==> config.mk <==
export PLATFORM = sky130hd
export DESIGN_NAME = knomial_tree_neighbours_unit
export DESIGN_NICKNAME = d
export VERILOG_FILES = /design/src/hdl/knt_pkg.sv /design/src/hdl/knomial_tree_neighbours_unit.sv
export SDC_FILE = /design/constraint.sdc
export NUM_CORES = 1
export LEC_CHECK = 0
export BUFFER_PORTS_ARGS = -buffer_cell sky130_fd_sc_hd__buf_2
export CAP_MARGIN = 20
export CELL_PAD_IN_SITES_DETAIL_PLACEMENT = 1
export CELL_PAD_IN_SITES_GLOBAL_PLACEMENT = 2
export CORE_UTILIZATION = 36
export DETAILED_ROUTE_END_ITERATION = 6
export GPL_ROUTABILITY_DRIVEN = 0
export PLACE_DENSITY_LB_ADDON = 0.1
export REMOVE_ABC_BUFFERS = 1
export SLEW_MARGIN = 20
export SYNTH_ARGS = -nofsm -noshare
export SYNTH_HDL_FRONTEND = slang
export SYNTH_SLANG_ARGS = --single-unit
==> constraint.sdc <==
create_clock -name clk -period 15.1 [get_ports clk]
set_input_delay 3.02 -clock clk [delete_from_list [all_inputs] [get_ports clk]]
set_output_delay 3.02 -clock clk [all_outputs]
set_load 0.005 [all_outputs]
==> src/hdl/knt_pkg.sv <==
`default_nettype none
package knt_pkg;

  // field and register widths
  localparam int RANK_W   = 10;
  localparam int GS_W     = 11;
  localparam int RADIX_W  = 5;
  localparam int KIND_W   = 2;
  localparam int TDATA_W  = 16;
  localparam int APB_W    = 32;
  localparam int ADDR_W   = 4;

  localparam int DEF_MAX_RANKS = 1024;
  localparam int DEF_MAX_RADIX = 16;

  // register reset values
  localparam logic [GS_W-1:0]    GROUP_SIZE_RST = GS_W'(1);
  localparam logic [RANK_W-1:0]  ROOT_RANK_RST  = '0;
  localparam logic [RADIX_W-1:0] TREE_RADIX_RST = RADIX_W'(2);

  // register index, taken from paddr[3:2]
  localparam logic [1:0] REG_GROUP_SIZE = 2'd0;
  localparam logic [1:0] REG_ROOT_RANK  = 2'd1;
  localparam logic [1:0] REG_TREE_RADIX = 2'd2;

  typedef enum logic [KIND_W-1:0] {
    KIND_PARENT    = 2'd0,
    KIND_NO_PARENT = 2'd1,
    KIND_CHILD     = 2'd2,
    KIND_ERROR     = 2'd3
  } kind_t;

endpackage
`default_nettype wire

==> src/hdl/knomial_tree_neighbours_unit.sv <==
// the time per query grows with the tree levels tested (at most log2 of MAX_RANKS), the child
// levels and the child candidates tested; the shared radix divider works one quotient bit per
// cycle; a rank out of range goes straight to its final entry without the divider
// throughput: one query at a time, the next is taken once the last item is in the output reg
// reset (synchronous, active high) empties the block and sets group size 1, root 0, radix 2
`default_nettype none
module knomial_tree_neighbours_unit #(
  parameter int MAX_RANKS = knt_pkg::DEF_MAX_RANKS,
  parameter int MAX_RADIX = knt_pkg::DEF_MAX_RADIX
) (
  input  wire logic                         clk,
  input  wire logic                         rst,
  // input stream
  input  wire logic                         s_tvalid,
  output logic                              s_tready,
  input  wire logic [knt_pkg::TDATA_W-1:0]  s_tdata,   // [9:0] query_rank
  // output stream
  output logic                              m_tvalid,
  input  wire logic                         m_tready,
  output logic [knt_pkg::TDATA_W-1:0]       m_tdata,   // [9:0] peer_rank
  output logic [knt_pkg::KIND_W-1:0]        m_tuser,   // [1:0] entry_kind
  output logic                              m_tlast,
  // configuration
  input  wire logic                         psel,
  input  wire logic                         penable,
  input  wire logic                         pwrite,
  input  wire logic [knt_pkg::ADDR_W-1:0]   paddr,
  input  wire logic [knt_pkg::APB_W-1:0]    pwdata,
  output logic [knt_pkg::APB_W-1:0]         prdata,
  output logic                              pready
);

  localparam int NW       = $clog2(MAX_RANKS + 1);
  localparam int KW       = $clog2(MAX_RADIX + 1);
  localparam int SW       = NW + KW;
  localparam int DW       = (NW > knt_pkg::RANK_W) ? NW : knt_pkg::RANK_W;
  localparam int DVW      = (NW > KW) ? NW : KW;
  localparam int LVLS_RAW = $clog2(MAX_RANKS);
  localparam int LVLS     = (LVLS_RAW < 2) ? 2 : LVLS_RAW;
  localparam int IDX_W    = $clog2(LVLS);
  localparam int CNT_W    = $clog2(LVLS + 1);
  localparam int DCNT_W   = $clog2(DW + 1);

  typedef enum logic [3:0] {
    ST_IDLE,
    ST_DIV,
    ST_VR,
    ST_CLIMB_TEST,
    ST_CLIMB_CHECK,
    ST_PARENT_EMIT,
    ST_CHILD_LVL,
    ST_CHILD_EMIT,
    ST_FINISH
  } state_t;

  state_t state;

  // configuration registers
  logic [knt_pkg::GS_W-1:0]    group_size;
  logic [knt_pkg::RANK_W-1:0]  root_rank;
  logic [knt_pkg::RADIX_W-1:0] tree_radix;

  logic cfg_wr;
  assign cfg_wr = psel && penable && pwrite && pready;
  assign pready = 1'b1;

  always_comb begin
    case (paddr[3:2])
      knt_pkg::REG_GROUP_SIZE: prdata = knt_pkg::APB_W'(group_size);
      knt_pkg::REG_ROOT_RANK:  prdata = knt_pkg::APB_W'(root_rank);
      knt_pkg::REG_TREE_RADIX: prdata = knt_pkg::APB_W'(tree_radix);
      default:                 prdata = '0;
    endcase
  end

  // effective group size and radix
  logic [NW-1:0] n_cfg;
  logic [KW-1:0] k_cfg;

  always_comb begin
    if (group_size == '0) begin
      n_cfg = NW'(1);
    end else if (32'(group_size) > MAX_RANKS) begin
      n_cfg = NW'(MAX_RANKS);
    end else begin
      n_cfg = NW'(group_size);
    end
    if (32'(tree_radix) < 2) begin
      k_cfg = KW'(2);
    end else if (32'(tree_radix) > MAX_RADIX) begin
      k_cfg = KW'(MAX_RADIX);
    end else begin
      k_cfg = KW'(tree_radix);
    end
  end

  // working registers
  logic [NW-1:0]     n_r;
  logic [KW-1:0]     k_r;
  logic [knt_pkg::RANK_W-1:0] q_r;
  logic [NW-1:0]     root_r;
  logic [NW-1:0]     vr;
  logic [NW-1:0]     qv;
  logic [SW-1:0]     mask;
  logic [NW-1:0]     prod;
  logic [CNT_W-1:0]  lvl;
  logic [NW-1:0]     m_step;
  logic [NW:0]       c;
  logic [KW-1:0]     d;
  logic [NW-1:0]     pow [LVLS];

  // shared restoring divider
  logic [DW-1:0]     div_quo;
  logic [DVW-1:0]    div_rem;
  logic [DVW-1:0]    div_den;
  logic [DCNT_W-1:0] div_cnt;
  logic              div_for_root;
  logic [DVW:0]      div_trial;
  logic              div_bit;
  logic [DVW-1:0]    div_rem_next;

  always_comb begin
    div_trial = {div_rem, div_quo[DW-1]};
    div_bit   = (div_trial >= {1'b0, div_den});
    if (div_bit) begin
      div_rem_next = DVW'(div_trial - {1'b0, div_den});
    end else begin
      div_rem_next = DVW'(div_trial);
    end
  end

  // digit-by-power multiplier
  logic [KW-1:0] rem_k;
  logic [KW-1:0] mul_b;
  logic [SW-1:0] mul_out;

  assign rem_k   = KW'(div_rem);
  assign mul_b   = (rem_k != '0) ? rem_k : k_r;
  assign mul_out = SW'(mask[NW-1:0]) * SW'(mul_b);

  // datapath helpers
  logic [NW:0]    vr_sum;
  logic [NW-1:0]  vr_calc;
  logic [NW-1:0]  par_base;
  logic [NW:0]    par_sum;
  logic [NW-1:0]  par_peer;
  logic [NW:0]    ch_sum;
  logic [NW-1:0]  ch_peer;
  logic           c_in_group;
  logic [IDX_W-1:0] lvl_idx;
  logic [CNT_W-1:0] lvl_dec;

  always_comb begin
    vr_sum = (NW+1)'(q_r) + (NW+1)'(n_r) - (NW+1)'(root_r);
    if (vr_sum >= (NW+1)'(n_r)) begin
      vr_calc = NW'(vr_sum - (NW+1)'(n_r));
    end else begin
      vr_calc = NW'(vr_sum);
    end
    par_base = vr - prod;
    par_sum  = (NW+1)'(par_base) + (NW+1)'(root_r);
    if (par_sum >= (NW+1)'(n_r)) begin
      par_peer = NW'(par_sum - (NW+1)'(n_r));
    end else begin
      par_peer = NW'(par_sum);
    end
    c_in_group = (c < (NW+1)'(n_r));
    ch_sum     = c + (NW+1)'(root_r);
    if (ch_sum >= (NW+1)'(n_r)) begin
      ch_peer = NW'(ch_sum - (NW+1)'(n_r));
    end else begin
      ch_peer = NW'(ch_sum);
    end
    lvl_dec = lvl - CNT_W'(1);
    lvl_idx = lvl_dec[IDX_W-1:0];
  end

  // one item waits in pend so the final one can be flagged
  logic                       pend_valid;
  knt_pkg::kind_t             pend_kind;
  logic [knt_pkg::RANK_W-1:0] pend_peer;
  logic                       out_free;
  logic                       can_emit;
  logic                       out_load;
  logic [knt_pkg::RANK_W-1:0] query;

  assign out_free = !m_tvalid || m_tready;
  assign can_emit = !pend_valid || out_free;
  assign s_tready = (state == ST_IDLE);
  assign query    = s_tdata[knt_pkg::RANK_W-1:0];
  // the output register takes the waiting item this cycle
  assign out_load = ((state == ST_CHILD_EMIT) && c_in_group && pend_valid && out_free) ||
                    ((state == ST_FINISH) && out_free);

  always_ff @(posedge clk) begin
    if (rst) begin
      state      <= ST_IDLE;
      group_size <= knt_pkg::GROUP_SIZE_RST;
      root_rank  <= knt_pkg::ROOT_RANK_RST;
      tree_radix <= knt_pkg::TREE_RADIX_RST;
      pend_valid <= 1'b0;
      m_tvalid   <= 1'b0;
      lvl        <= '0;
      div_cnt    <= '0;
    end else begin
      if (cfg_wr) begin
        case (paddr[3:2])
          knt_pkg::REG_GROUP_SIZE: group_size <= pwdata[knt_pkg::GS_W-1:0];
          knt_pkg::REG_ROOT_RANK:  root_rank  <= pwdata[knt_pkg::RANK_W-1:0];
          knt_pkg::REG_TREE_RADIX: tree_radix <= pwdata[knt_pkg::RADIX_W-1:0];
          default: ;
        endcase
      end

      if (out_load) begin
        m_tvalid <= 1'b1;
      end else if (m_tvalid && m_tready) begin
        m_tvalid <= 1'b0;
      end

      case (state)
        ST_IDLE: begin
          if (s_tvalid) begin
            n_r <= n_cfg;
            k_r <= k_cfg;
            q_r <= query;
            if (DW'(query) >= DW'(n_cfg)) begin
              pend_valid <= 1'b1;
              pend_kind  <= knt_pkg::KIND_ERROR;
              pend_peer  <= '0;
              state      <= ST_FINISH;
            end else begin
              div_quo      <= DW'(root_rank);
              div_rem      <= '0;
              div_den      <= DVW'(n_cfg);
              div_cnt      <= DCNT_W'(DW);
              div_for_root <= 1'b1;
              state        <= ST_DIV;
            end
          end
        end

        ST_DIV: begin
          div_quo <= {div_quo[DW-2:0], div_bit};
          div_rem <= div_rem_next;
          div_cnt <= div_cnt - DCNT_W'(1);
          if (div_cnt == DCNT_W'(1)) begin
            state <= div_for_root ? ST_VR : ST_CLIMB_CHECK;
          end
        end

        ST_VR: begin
          root_r <= NW'(div_rem);
          if (!div_for_root) begin
            vr    <= vr_calc;
            qv    <= vr_calc;
            mask  <= SW'(1);
            lvl   <= '0;
            state <= ST_CLIMB_TEST;
          end
          // root is latched first, the rotation uses it on the next cycle
          div_for_root <= 1'b0;
        end

        ST_CLIMB_TEST: begin
          if (mask < SW'(n_r)) begin
            div_quo      <= DW'(qv);
            div_rem      <= '0;
            div_den      <= DVW'(k_r);
            div_cnt      <= DCNT_W'(DW);
            div_for_root <= 1'b0;
            state        <= ST_DIV;
          end else begin
            pend_valid <= 1'b1;
            pend_kind  <= knt_pkg::KIND_NO_PARENT;
            pend_peer  <= '0;
            state      <= ST_CHILD_LVL;
          end
        end

        ST_CLIMB_CHECK: begin
          if (rem_k != '0) begin
            // lowest nonzero digit found, parent clears it
            prod  <= NW'(mul_out);
            state <= ST_PARENT_EMIT;
          end else begin
            pow[lvl[IDX_W-1:0]] <= mask[NW-1:0];
            lvl   <= lvl + CNT_W'(1);
            qv    <= NW'(div_quo);
            mask  <= mul_out;
            state <= ST_CLIMB_TEST;
          end
        end

        ST_PARENT_EMIT: begin
          pend_valid <= 1'b1;
          pend_kind  <= knt_pkg::KIND_PARENT;
          pend_peer  <= knt_pkg::RANK_W'(par_peer);
          state      <= ST_CHILD_LVL;
        end

        ST_CHILD_LVL: begin
          if (lvl == '0) begin
            state <= ST_FINISH;
          end else begin
            m_step <= pow[lvl_idx];
            c      <= (NW+1)'(vr) + (NW+1)'(pow[lvl_idx]);
            d      <= KW'(1);
            lvl    <= lvl_dec;
            state  <= ST_CHILD_EMIT;
          end
        end

        ST_CHILD_EMIT: begin
          if (!c_in_group) begin
            // larger digits only go further past the group end
            state <= ST_CHILD_LVL;
          end else if (can_emit) begin
            if (pend_valid) begin
              m_tdata  <= knt_pkg::TDATA_W'(pend_peer);
              m_tuser  <= pend_kind;
              m_tlast  <= 1'b0;
            end
            pend_valid <= 1'b1;
            pend_kind  <= knt_pkg::KIND_CHILD;
            pend_peer  <= knt_pkg::RANK_W'(ch_peer);
            c          <= c + (NW+1)'(m_step);
            d          <= d + KW'(1);
            if (d == k_r - KW'(1)) begin
              state <= ST_CHILD_LVL;
            end
          end
        end

        ST_FINISH: begin
          if (out_free) begin
            m_tdata    <= knt_pkg::TDATA_W'(pend_peer);
            m_tuser    <= pend_kind;
            m_tlast    <= 1'b1;
            pend_valid <= 1'b0;
            state      <= ST_IDLE;
          end
        end

        default: state <= ST_IDLE;
      endcase
    end
  end

endmodule
`default_nettype wire

==> results of run 1 <==
how the worst min path moves through the flow:
stage	startpoint	to	cells after the start	slack (ns)
2_1_floorplan	pend_peer[0]$_DFFE_PP_	m_tdata[0]$_DFFE_PP_	0	0.40
3_3_place_gp	pend_peer[1]$_DFFE_PP_	m_tdata[1]$_DFFE_PP_	0	0.40
3_5_place_dp	pend_peer[6]$_DFFE_PP_	m_tdata[6]$_DFFE_PP_	0	0.41
4_1_cts	pend_peer[6]$_DFFE_PP_	m_tdata[6]$_DFFE_PP_	0	0.42
5_1_grt	pend_peer[6]$_DFFE_PP_	m_tdata[6]$_DFFE_PP_	0	0.42
6_report	pend_peer[4]$_DFFE_PP_	m_tdata[4]$_DFFE_PP_	0	0.42
power by group through the flow:
stage	clock network (uW)	registers (uW)	logic, uW
2_1_floorplan	0	1220	1600
3_3_place_gp	0	1260	2200
3_5_place_dp	0	1260	2230
4_1_cts	994	1250	2250
5_1_grt	1020	1260	2480
6_report	966	1250	2220
metrics by stage:
stage / instances / hold slack [ns] / total power (uW) / util [%] / instance area [sq um]
after floorplan: 1872 / 0.400 / 2820 / - / 20600
after global placement: 2713 / 0.401 / 3460 / 38.7 / 22000
after detailed placement: 2713 / 0.406 / 3490 / 38.7 / 22100
after global routing: 2786 / 0.422 / 4760 / 41.0 / 23400
after CTS: 2786 / 0.419 / 4490 / 41.0 / 23400
final: 2786 / 0.418 / 4430 / 41.0 / 23400
placed cells by master (no fill, tap or decap), types with 8 or more instances in the layout:
cell / n
nand3_1: 37
o211ai_1: 16
nand2_1: 144
nand4_1: 11
nand2b_1: 32
inv_1: 143
and3_1: 24
mux2i_1: 47
clkbuf_1: 12
a22oi_1: 14
a211o_1: 8
buf_4: 30
nor3_1: 51
and2_1: 44
nor2b_1: 51
mux2_2: 17
or2_2: 8
ha_1: 175
a211oi_1: 34
mux4_2: 22
clkbuf_16: 40
fa_1: 46
dfxtp_1: 39
xor2_1: 36
o21a_1: 16
buf_2: 55
a21o_1: 30
edfxtp_1: 283
nor4_1: 11
or3_1: 9
nor3b_1: 10
a21oi_1: 104
xnor2_1: 60
nor2_1: 131
o31ai_1: 8
o21ai_0: 65
conb_1: 28
layer usage:
layer | track usage [%] | vias up | part of all wire [%]
met3 | 3.13 | 88 | 3.0
li1 | - | 7146 | -
met5 | 0 | - | 0
met2 | 35.5 | 193 | 48
met1 | 27.9 | 7460 | 46
met4 | 6.92 | 0 | 3.1
worst reg2reg max path, delay by kind of cell, from the launching register on:
family                     cells  cell delay [ns]
adders and majority gates      4             1.95
AOI/OAI and AO/OA              5             1.56
xor gates and xnor gates       1             0.18
buffers and inverters          2             0.26
DFF                            1             0.50
and+or+nand+nor                5             0.96
final cells by class:
type	instances	area, sq um	share of cell area (%)
clock buffer	54	1070	4.60
clock inverter	19	233	0.996
inverter	143	537	2.30
multi-input combinational	1406	10800	46.1
sequential	323	9300	39.8
tap	756	946	4.05
timing repair buffer	85	500	2.14
cell families (layout without fill, tap and decap cells):
logic type	after synthesis	count (layout)	share of synthesized area, %
compound gates	381	381	12.1
xor+xnor	96	96	4.02
fa+ha+maj	221	221	14.9
buf+inv	231	301	4.68
flops	323	323	44.5
mux	86	86	5.54
other cells	2	28	0.0359
simple gates	594	594	14.3
==> reports/results.txt, run 1 <==
Status: complete, no violations
CP startpoint kind: input port
Residual DRC: 0
Post-CTS Setup Inserts: 0
Crit path largest cell delay: 0.33 ns
Filler Cell Count: 6257
CTS Sinks: 323
Synth Cell Area: 20900 sq um
DIE WIDTH: 243 um
Gr usage total: 21.1%
RSZ-0062 raised after global routing: false
Switch share: 40.5%
CTS tree: yes
Final nets: 2279
Cell with the most instances after synthesis: edfxtp_1
FF-to-FF End: mask[13]$_SDFFCE_PN0P_
Num ports: 113
Clock Path Buffers: 3
Final setup vio count: 0
Fmax: 143 MHz
Number of global-route vias before repair: 15700
Worst-path cell chain: buf_2 -> nor2b_1 -> nand2_1 -> o21ai_0 -> buf_2
FP Rows: 87
Crit Path Max Fanout: 16
CP top delay family: simple AND/OR/NAND/NOR gates
Crit-path most repeated cell: buf_2
Area grow syn2layout: 11.8%
CTS root buf: clkbuf_16
First-pass GRT wire length: 94500 um
Post-synthesis sequential area ratio: 44.5%
Crit end category: output port
Clock share of power: 21.8%
Wire per inst: 22.2 um
Setup CP Type: in2out
Clock-pin transition on the worst setup and hold timing paths: 0.05 ns
Comb pwr share: 50.1%
CTS H-tree lvls: 2
Gate Count Post-Synth: 1934
Post-synth top area cell: edfxtp_1
Clock latency on the worst-skew pair: 0.57 ns
DRT antenna net count: 0
Hold-fix buffers, CTS: 0
CP bufs+invs: 2
Internal: 2640 uW
Fin. Hold Viols: 0
Crit path max-delay cell type: nor2b_1
Total wire length: 61700 um
TritonCTS buffer count: 40
Via density: 5.34
Hold Path Class: reg2reg
Yosys cell types: 77
Share of cells above drive strength 1: 10.5%
Synth top cells by count: edfxtp_1 (283), ha_1 (175), nand2_1 (144)
Iter 0 DRT Violations: 586
Crit share post-route: 46.2%
Syn avg cell area: 10.8 sq um
PwrDens: 190 nW/um^2
Crit path capture: prdata[4]
WP data arrival: 3.96 ns
Clk_skew: 0.0275 ns
Final WS setup: 8.12 ns
Pre-CTS setup slack: 8.11 ns
Routed vias: 14900
Post-synth EDFFs: 283
Core area: 56900 sq um
Seq pwr share: 28.1%
Crit path from: paddr[3]
Area fraction of the dominant cell type after synthesis: 40.7%
R2r setup slk: 9.42 ns
Top cells by area, synth: edfxtp_1 (41%), ha_1 (10%), fa_1 (4.4%), dfxtp_1 (3.8%), nand2_1 (2.6%)
Dpl hpwl: 47600 um
Static leakage: 0.00925 uW
Post-CTS sizing: 0
Initial antenna violation count: 1
Worst r2r src: div_rem[1]$_SDFFCE_PN0P_
Req. time, crit path: 12.08 ns
IO buf count: 55
Ant diodes: 0
Switching power: 1800 uW
Max-Cap Viols: 0
Initial Util: 36.7%
Yosys synthesis warning count: 0
Post-Route Setup TNS: 0 ns
Worst Max-Slew Pin Slew: 1.05 ns
GRT Residual Overflow: 0
Initial DRT Pass Iterations: 4
Die Span Y: 243 um
Most used DFF post-synth: edfxtp_1
Min cycle time layout: 6.98 ns
Worst Reg2Reg Path Length in Cells: 17
Largest net degree at the start of global routing: 52
Max-slew headroom: 30.1%
Max FFs per register: 110
Asr flop ratio synth: 0%
Die area: 59000 sq um
CP Depth: 5
#FFs+latches synth: 323
Pins over their slew limit: 0
Peak supply drop: 78.0 uV
Power figures use the tool's default switching activity.
==> inputs of run 2 (changes only) <==
==> constraint.sdc (replaced) <==
create_clock -name clk -period 7 [get_ports clk]
set_input_delay 1.4 -clock clk [delete_from_list [all_inputs] [get_ports clk]]
set_output_delay 1.4 -clock clk [all_outputs]
set_load 0.005 [all_outputs]
==> run 2 against run 1 <==
  * Global-route usage rose by 0.12 points
  * Cell count fell by 0.22%
  * Via count rose by 0.40%
  * First-iteration DRC count rose by 41%
==> reports/results.txt, run 2 (synthesis results as in run 1) <==
Status: complete, no violations
Static leakage: 0.00919 uW (-0.65%)
Crit Path Max Fanout: 11 (-5)
CP startpoint kind: flip-flop
DRT antenna net count: 0 (unchanged)
Post-CTS Setup Inserts: 0 (unchanged)
CTS tree: yes
Hold Path Class: reg2reg
Number of global-route vias before repair: 15700 (-0.18%)
RSZ-0062 raised after global routing: false
GRT busiest layer: met2
Crit path largest cell delay: 0.54 ns (+0.21 ns)
GRT Residual Overflow: 0 (unchanged)
FP Rows: 87 (unchanged)
Min cycle time layout: 5.63 ns
Pre-CTS setup slack: 1.34 ns (-6.77 ns)
Largest net degree at the start of global routing: 49 (-5.8%)
CTS root buf: clkbuf_16
PwrDens: 406 nW/um^2 (+110%)
WP data arrival: 5.92 ns (+1.96 ns)
Gr usage total: 21.3% (+0.12 points)
Dpl hpwl: 48000 um (+0.82%)
IO buf count: 55 (unchanged)
Die Span Y: 243 um (unchanged)
GR Layer Usage met1: 28.3% (+0.43 points)
Die area: 59000 sq um (unchanged)
Worst-path cell chain: nor4_1 -> nor2b_1 -> buf_4 -> a21o_1 -> nand2_1 -> fa_1 -> fa_1 -> fa_1 -> inv_1 -> ha_1 -> and3_1 -> a221o_1 -> o21bai_1 -> o21bai_1 -> o31ai_1 -> xor2_1 -> nor2_1
Final WS setup: 1.37 ns (-6.76 ns)
Share of cells above drive strength 1: 10.3% (-0.22 points)
Total wire length: 62400 um (+1.1%)
Setup CP Type: reg2reg
Residual DRC: 0 (unchanged)
Ant diodes: 0 (unchanged)
CTS H-tree lvls: 2 (unchanged)
Fmax: 178 MHz
Fin. Hold Viols: 0 (unchanged)
Final setup vio count: 0 (unchanged)
Pins over their slew limit: 0 (unchanged)
Max-Cap Viols: 0 (unchanged)
Initial antenna violation count: 2 (+1)
Max FFs per register: 110 (unchanged)
Hold Slack: 0.420 ns (+0.00187 ns)
Iter 0 DRT Violations: 828 (+41%)
Final nets: 2276 (-0.13%)
Via density: 5.38 (+0.62%)
Post-Route Setup TNS: 0 ns (unchanged)
TritonCTS buffer count: 38 (-5.0%)
Clock Path Buffers: 3 (unchanged)
Initial Util: 36.7% (unchanged)
Crit end category: flip-flop
Area grow syn2layout: 11.1%
Wire per inst: 22.5 um (+1.4%)
Clock latency on the worst-skew pair: 0.57 ns (about the same)
DIE WIDTH: 243 um (unchanged)
CTS Sinks: 323 (unchanged)
Commonest non-fill, non-tap cell in the layout: edfxtp_1
Crit-path most repeated cell: fa_1
Peak supply drop: 255 uV (+230%)
Most frequent cells in the layout: edfxtp_1 (283), ha_1 (175), nand2_1 (144), inv_1 (143), nor2_1 (131)
Clock-pin transition on the worst setup and hold timing paths: 0.06 ns (about the same)
Hold-fix buffers, CTS: 0 (unchanged)
Clk_skew: 0.0302 ns (+0.00268 ns)
First-pass GRT wire length: 95100 um (+0.64%)
Crit share post-route: 80.4%
Initial DRT Pass Iterations: 5 (+1)
Met2 Use GR: 36.0% (+0.46 points)
Routed vias: 14900 (+0.40%)
GR Util met3: 2.57% (-0.56 points)
Post-CTS sizing: 0 (unchanged)
Crit path max-delay cell type: fa_1
Core area: 56900 sq um (unchanged)
Req. time, crit path: 7.29 ns (-4.79 ns)
Max-slew headroom: 27.6% (-2.5 points)
Worst Max-Slew Pin Slew: 1.08 ns (+0.0326 ns)
Num ports: 113 (unchanged)
==> run 2: report_power, final <==
group,internal (uW),switching [uW]
combinational,1950,2880
sequential,2500,188
clock,1080,834
==> run 2: final cells by class <==
| type | instances | area (sq um) |
|---|---|---|
| timing repair buffer | 84 | 493 |
| inverter | 143 | 537 |
| sequential | 323 | 9300 |
| clock buffer | 47 | 1030 |
| fill | 6251 | 33700 |
| clock inverter | 21 | 156 |
| multi-input combinational | 1406 | 10800 |
| tap | 756 | 946 |
==> run 2: final timing paths <==
check	cells past startpoint	start	slack, ns	endpoint
setup / recovery	17	div_rem[1]$_SDFFCE_PN0P_	1.37	mask[13]$_SDFFCE_PN0P_
hold / removal	0	pend_peer[2]$_DFFE_PP_	0.42	m_tdata[2]$_DFFE_PP_
setup reg to reg	17	div_rem[1]$_SDFFCE_PN0P_	1.37	mask[13]$_SDFFCE_PN0P_
hold reg to reg	0	pend_peer[2]$_DFFE_PP_	0.42	m_tdata[2]$_DFFE_PP_
==> run 2: metrics by stage <==
stage / utilization [%] / total power (uW) / area [sq um] / cells
global placement: 38.7 / 7460 / 22000 / 2712
global route: 40.8 / 10100 / 23200 / 2780
floorplan: - / 6090 / 20600 / 1872
detailed placement: 38.7 / 7550 / 22000 / 2712
CTS: 40.8 / 9520 / 23200 / 2780
finish: 40.8 / 9430 / 23200 / 2780
==> run 2: per-layer routing <==
layer  routed length (um)  vias to the layer above  part of all wire [%]
met5                    0                        -                     0
met4                 1810                        0                   2.9
met3                 1650                       87                   2.6
met2                29900                      206                    48
met1                29100                     7517                    47
li1                     -                     7137                     -
==> run 2: worst max-delay path, delay by kind of cell (launching register included) <==
kind,cells,cell delay [ns]
xor+xnor,1,0.21
flops,1,0.48
compound gates,5,1.56
buf+inv,2,0.24
fa+ha+maj,4,1.92
simple gates,5,0.92
